### config.mk
export PLATFORM = sky130hd
export DESIGN_NAME = bb3_back
export DESIGN_NICKNAME = d
export VERILOG_FILES = /design/src/rtl/core/bb3_pkg.sv /design/src/rtl/core/bb3_back.sv
export SDC_FILE = /design/constraint.sdc
export NUM_CORES = 2
export LEC_CHECK = 0
export BUFFER_PORTS_ARGS = -buffer_cell sky130_fd_sc_hd__buf_2
export CAP_MARGIN = 25
export CORE_MARGIN = 2
export CORE_UTILIZATION = 40
export CTS_CLUSTER_DIAMETER = 80
export DETAILED_ROUTE_END_ITERATION = 12
export GPL_ROUTABILITY_DRIVEN = 0
export HOLD_SLACK_MARGIN = 0.03
export SKIP_CTS_REPAIR_TIMING = 1
export SLEW_MARGIN = 0
export SYNTH_ARGS = -nofsm -noshare
export SYNTH_HDL_FRONTEND = slang
export SYNTH_SLANG_ARGS = --single-unit
### constraint.sdc
create_clock -name clk -period 10.51 [get_ports clk]
set_input_delay 0.5255 -clock clk [delete_from_list [all_inputs] [get_ports clk]]
set_output_delay 0.5255 -clock clk [all_outputs]
set_load 0.03 [all_outputs]
### src/rtl/core/bb3_pkg.sv
// ----------------------------------------------------------------------------
// bb3_pkg
// Shared types and constants for the 3x3 RGB box blur.
// ----------------------------------------------------------------------------
package bb3_pkg;

    localparam int CFG_IDX_W = 1;
    localparam int CFG_DATA_W = 16;
    localparam logic [CFG_IDX_W-1:0] REG_FRAME_WIDTH = 1'b0;
    localparam logic [CFG_IDX_W-1:0] REG_FRAME_HEIGHT = 1'b1;
    localparam logic [10:0] WIDTH_RESET = 11'd640;
    localparam logic [15:0] HEIGHT_RESET = 16'd480;

    localparam logic REQ_PIXEL = 1'b0;
    localparam logic REQ_DRAIN = 1'b1;

    typedef logic [23:0] pix_t;

    // one emit job handed from the front to the back
    typedef struct packed {
        pix_t [8:0] win;     // row*3+col, row 0 is upper
        logic       top_ok;
        logic       bot_ok;
        logic       left_ok;
        logic       right_ok;
        logic       fend;
    } job_t;

    // mean of n values (n in 1,2,3,4,6,9 after masking) with halves up
    function automatic logic [7:0] div_round(input logic [11:0] s, input logic [3:0] n);
        logic [23:0] p;
        logic [11:0] t;
        begin
            p = '0;
            t = '0;
            unique case (n)
                4'd1: p = {12'd0, s};
                4'd2: p = {12'd0, s + 12'd1} >> 1;
                4'd3: p = ({12'd0, s + 12'd1} * 24'd2731) >> 13;
                4'd4: p = {12'd0, s + 12'd2} >> 2;
                4'd6: p = ({12'd0, s + 12'd3} * 24'd2731) >> 14;
                4'd9: p = ({12'd0, s + 12'd4} * 24'd3641) >> 15;
                default: p = {12'd0, s};
            endcase
            t = p[11:0];
            div_round = t[7:0];
        end
    endfunction

endpackage

### src/rtl/core/bb3_back.sv
// ----------------------------------------------------------------------------
// bb3_back
// Sums masked window per channel and divides by the in-frame count.
// ----------------------------------------------------------------------------
module bb3_back
    import bb3_pkg::*;
(
    input  logic        clk,
    input  logic        rst_n,
    input  logic        job_valid,
    output logic        job_ready,
    input  job_t        job,
    output logic        tvalid,
    input  logic        tready,
    output logic [23:0] pix,
    output logic        fend
);

    logic        s_valid_reg;
    logic [11:0] s_reg [3];
    logic [3:0]  n_reg;
    logic        sf_reg;
    logic        o_valid_reg;
    logic [23:0] o_pix_reg;
    logic        o_fend_reg;
    logic        adv;

    logic [11:0] sum [3];
    logic [3:0]  cnt;
    logic        rm [3];
    logic        cm [3];
    always_comb
    begin
        rm[0] = job.top_ok; rm[1] = 1'b1; rm[2] = job.bot_ok;
        cm[0] = job.left_ok; cm[1] = 1'b1; cm[2] = job.right_ok;
        cnt = '0;
        for (int k = 0; k < 3; k++)
            sum[k] = '0;
        for (int i = 0; i < 3; i++)
            for (int j = 0; j < 3; j++)
                if (rm[i] && cm[j])
                begin
                    cnt = cnt + 4'd1;
                    for (int k = 0; k < 3; k++)
                        sum[k] = sum[k] + 12'(job.win[i*3+j][k*8 +: 8]);
                end
    end

    assign adv = !o_valid_reg || tready;
    assign job_ready = !s_valid_reg || adv;

    always_ff @(posedge clk or negedge rst_n)
    begin
        if (!rst_n)
        begin
            s_valid_reg <= 1'b0;
            o_valid_reg <= 1'b0;
        end
        else
        begin
            if (job_ready)
                s_valid_reg <= job_valid;
            if (adv)
                o_valid_reg <= s_valid_reg;
        end
    end

    always_ff @(posedge clk)
    begin
        if (job_ready && job_valid)
        begin
            for (int k = 0; k < 3; k++)
                s_reg[k] <= sum[k];
            n_reg <= cnt;
            sf_reg <= job.fend;
        end
        if (adv && s_valid_reg)
        begin
            for (int k = 0; k < 3; k++)
                o_pix_reg[k*8 +: 8] <= div_round(s_reg[k], n_reg);
            o_fend_reg <= sf_reg;
        end
    end

    assign tvalid = o_valid_reg;
    assign pix = o_pix_reg;
    assign fend = o_fend_reg;

    a_hold: assert property (@(posedge clk) disable iff (!rst_n)
        o_valid_reg && !tready |=> o_valid_reg && $stable(o_pix_reg))
        else $error("output changed while stalled");
    a_cnt: assert property (@(posedge clk) disable iff (!rst_n)
        s_valid_reg |-> n_reg != 4'd0)
        else $error("empty neighbourhood");
    a_flow: assert property (@(posedge clk) disable iff (!rst_n)
        s_valid_reg && !adv |=> s_valid_reg)
        else $error("sum stage lost");

endmodule

Word level (Yosys, flattened, before mapping)
Memories as Yosys holds them, arrays and structs flattened.
Cells that the tools add are included.
{"block": "classes", "add_sub_neg": 44, "n_mux": 21, "mul": 9, "reduce_logical": 10, "n_eq_ne": 5}
{"op": "adder 12 x 8 -> 12 bit", "count": 23}
{"op": "two-way mux 36 bit", "count": 6}
{"op": "one-hot mux 8 bit (5 select lines)", "count": 3}
{"op": "multiplier 12 x 12 -> 23 bit (second input constant)", "count": 3}
{"op": "multiplier 12 x 12 -> 22 bit (second input constant)", "count": 3}
{"op": "multiplier 12 x 12 -> 21 bit (second input constant)", "count": 3}
{"op": "adder 12 x 1 -> 12 bit (second input constant)", "count": 3}
{"op": "adder 12 x 2 -> 12 bit (second input constant)", "count": 3}
{"op": "adder 12 x 3 -> 12 bit (second input constant)", "count": 3}
{"op": "two-way mux 33 bit", "count": 1}
{"op": "adder 4 x 1 -> 4 bit (second input constant)", "count": 8}
{"op": "two-way mux 32 bit", "count": 1}
{"op": "adder 10 x 2 -> 10 bit (second input constant)", "count": 3}
{"op": "two-way mux 4 bit", "count": 7}
{"op": "adder 8 x 8 -> 9 bit", "count": 1}
{"op": "equality test 4 x 2 -> 1 bit (second input constant)", "count": 2}
{"op": "equality test 4 x 3 -> 1 bit (second input constant)", "count": 2}
{"op": "logical AND 1 bit", "count": 6}
{"op": "equality test 4 bit (second input constant)", "count": 1}
{"op": "two-way mux 1 bit", "count": 3}
{"op": "zero test 1 bit", "count": 2}
{"op": "logical OR 1 bit", "count": 2}
{"block": "totals", "out_inout_bits": 27, "n_memories": 1, "ram_bits": 36, "reg_bits": 32, "word_cells": 96}
{"name": "s_reg", "depth": 3, "width": 12, "rd": 3, "rd_clocked_by_memory_dff": 0, "wr": 3, "line_no": "bb3_back.sv:20", "source": "logic [11:0] s_reg [3];"}

Depth between registers and ports, before layout
{"block": "depth", "depth_word": 17, "ltp_mapped": 54}

Worst setup path after synthesis
OpenSTA, ideal clock, no wires.
{"block": "synth_path", "path_kind": "input to register", "startpoint": "in job[4] in the netlist's numbering", "endpoint": "mem s_reg[2][11] (netlist: s_reg[0][35]), data pin", "slack_ns": 0.950, "cell_stages": 49, "t_required_ns": 10.251, "t_arrival_ns": 9.301, "cell_sequence": "clkbuf_1 > clkbuf_1 > clkbuf_1 > clkbuf_1 > and3_1 > ha_1 > inv_1 > fa_1 > nor2b_1 > nor2_1 > xnor2_1 > nand2_1 > inv_1 > ha_1 > a21oi_1 > nor2_1 > nor2_1 > xnor2_1 > [... 13 more ...] > nor2_1 > xnor2_1 > nor2_1 > a21oi_1 > ha_1 > or4_1 > a31oi_1 > xor2_1 > mux2i_1 > ha_1 > inv_1 > o21ai_0 > nand3_1 > and3b_1 > mux2i_1 > a21bo_1 > a311o_1 > or2_1"}
{"element": "from (decl)", "line_no": "bb3_back.sv:12", "source": "input job_t job,"}
{"element": "to (decl)", "line_no": "bb3_back.sv:20"}

==> flow_summary.yaml <==
setup_path:
  crit_path_frequent_cell: "ha_1"
  cp.required_ps: 10660
  r2r_cells: 23
  rrSetupSlack_ps: 2780
  reg2reg_from: "s_reg[0][3]$_DFFE_PP_"
  crit_path_start_kind: "input pin"
  cp.arrival_ps: 9620
  critPathKind: "in2reg"
  timing.rr.end: "pix[7]$_DFFE_PP_"
  end_kind: "flop"
  critPathMaxStageDelay_ps: 540
  cp_slowest_cell: "or4_1"
  crit_fanout: 18
logic_synthesis:
  ys_types: 85
  syn_inst: 4050
  synth_edf_count: 66
  synth_fp_nets: 5456
  netlist_area_um2: 35000
  synth_top_area_share_pct: 30.0
  synthTopCellsByArea: "ha_1 (30%), fa_1 (20%), inv_1 (7.9%), xnor2_1 (6.1%), edfxtp_1 (5.7%)"
  ys_ff_latch: 68
  ys_seq_area_share_pct: 5.81
  avgSynthCellArea_um2: 8.63
  ys.flop_type: "edfxtp_1"
  synthArstFlopShare_pct: 2.94
  yosysWarnings: 0
  yosysTopAreaCell: "ha_1"
timing:
  drv_slew: 0
  slew_headroom_pct: 29.2
  setup_violations: 0
  period_share_pct: 90.1
  timing.final.crit_period_ps: 9470
  fmax_mhz: 106
  tns_ps: 0
  fin_skew_ps: 23.4
  grt_setup_unrepaired: "no"
  worst_slew_pin_slew_ps: 1060
  finalHoldViolations: 0
clock_tree:
  clock_sinks: 68
  clk_pin_slew_ps: 60
  insertion_delay_ps: 410
  cts_root_buffer: "clkbuf_16"
  cts-buffers-inserted: 9
  tritoncts: "yes"
  h-tree-depth: 3
  clockBufferDepth: 2
detailed_routing:
  wl_per_cell_um: 16.2
  drc: 0
  vias: 27756
  vias_per_cell: 5.12
  drtAntennaViolNets: 0
  drtIter0Drc: 1063
  first_pass_iters: 5
  drt_wl_total_um: 88000
place:
  place.detailed.hpwl_um: 78000
  dp.cells: 5393
  placed_area_um2: 37500
  port_buffers: 251
global_routing:
  grt_max_degree: 49
  antenna_found_initial: 32
  grtUsageTotal_pct: 20.1
  grt_pass1_wl_um: 146000
  grt_pass1_vias: 28346
  grt_overflow_total: 0
floorplan:
  rows: 108
  start_util_pct: 40.3
  die_h_um: 300
  core_area_um2: 86800
  die_w_um: 300
  pin_count: 252
  dieArea_um2: 89800
finish:
  largest_register_ffs: 36
  finalInstanceArea_um2: 37900
  layout.nets: 5657
  drive_gt1_share_pct: 8.39
  syn2layout_area_growth_pct: 8.44
  layoutNonFillerInstCount: 5418
worst_hold_path:
  min_from: "job[0]"
  hp-class: "in2reg"
  min_to: "sf_reg$_DFFE_PP_"
  hold_depth: 1
job:
  drv_cap: 0
run_status:
  status: "finished, final reports clean"
==> metrics by stage <==
step           utilization [%]  setup WS, ps  hold WS (ps)
6_report                  43.7          1040           308
5_1_grt                   43.7           226           307
4_1_cts                   43.7          1090          -120
3_5_place_dp              43.3           700           313
3_3_place_gp              43.3           933           312
2_1_floorplan                -           950           230
==> cells by family after synthesis <==
family / count (synthesis) / share of synthesized area, %
DFF: 68 / 5.81
muxes: 63 / 1.91
and+or+nand+nor: 820 / 11.1
xor gates and xnor gates: 357 / 9.12
buffers and inverters: 825 / 8.86
AOI/OAI and AO/OA: 735 / 13.6
adders and majority gates: 1182 / 49.6
==> placed cells by master, fill, tap and decap left out, types with 33 or more instances in the layout <==
cell,count
ha_1,839
mux2i_1,33
and3_1,36
inv_1,736
xor2_1,108
nand3_1,55
nor2_1,278
a21oi_1,197
nand2_1,198
nor3_1,41
nor2b_1,64
xnor2_1,243
o21a_1,35
fa_1,342
a21o_1,85
edfxtp_1,66
o21ai_0,153
buf_2,251
nand2b_1,33
==> cells in the mapped netlist (11+ instances only) <==
| cell | count |
|---|---|
| nor2b_1 | 64 |
| and3_1 | 36 |
| a21oi_1 | 197 |
| o21a_1 | 35 |
| nor3_1 | 42 |
| a211oi_1 | 29 |
| nand3_1 | 55 |
| inv_1 | 736 |
| o2bb2ai_1 | 11 |
| o22ai_1 | 11 |
| nand2_1 | 199 |
| a21o_1 | 85 |
| xnor2_1 | 243 |
| nor2_1 | 280 |
| and2_1 | 23 |
| a21boi_0 | 20 |
| edfxtp_1 | 66 |
| o31ai_1 | 21 |
| xor2_1 | 108 |
| o21ai_0 | 153 |
| or3_1 | 18 |
| a221oi_1 | 12 |
| a22oi_1 | 13 |
| clkbuf_1 | 75 |
| mux2_2 | 30 |
| ha_1 | 839 |
| fa_1 | 342 |
| nand4_1 | 22 |
| a31oi_1 | 24 |
| o21bai_1 | 25 |
| o211ai_1 | 14 |
| buf_1 | 12 |
| nand2b_1 | 33 |
| mux2i_1 | 33 |
==> how the worst max path moves through the flow <==
stage	end	slack [ps]	startpoint
2_1_floorplan	s_reg[0][35]$_DFFE_PP_	950	job[4]
3_3_place_gp	s_reg[0][35]$_DFFE_PP_	930	job[2]
3_5_place_dp	s_reg[0][35]$_DFFE_PP_	700	job[2]
4_1_cts	s_reg[0][35]$_DFFE_PP_	1090	job[2]
5_1_grt	s_reg[0][35]$_DFFE_PP_	230	job[2]
6_report	s_reg[0][35]$_DFFE_PP_	1040	job[2]
==> layout make-up <==
class	instances	area, um2
fill	8706	48800
multi-input combinational	3157	29900
inverter	738	2770
tap	1155	1450
clock buffer	9	225
sequential	68	2030
timing repair buffer	277	1470
clock inverter	7	97.6
antenna	7	17.5
==> critical path, delay by kind of cell <==
| kind | cells | cell delay, ps |
|---|---|---|
| compound gates | 14 | 2940 |
| simple gates | 10 | 1950 |
| buf+inv | 4 | 500 |
| fa+ha+maj | 9 | 2710 |
| mux | 2 | 320 |
| xor+xnor | 5 | 700 |
==> metal layers <==
metal | GRT usage [%] | vias up | share of wire (%)
met2 | 34.5 | 500 | 47
met4 | 3.44 | 50 | 1.2
met1 | 26.8 | 13064 | 47
met5 | 0 | - | 0.35
met3 | 3.13 | 100 | 5.2
li1 | - | 14042 | -
Power is not shown: default switching activity piles up to over one toggle a cycle in this logic, so the estimate is an artifact.
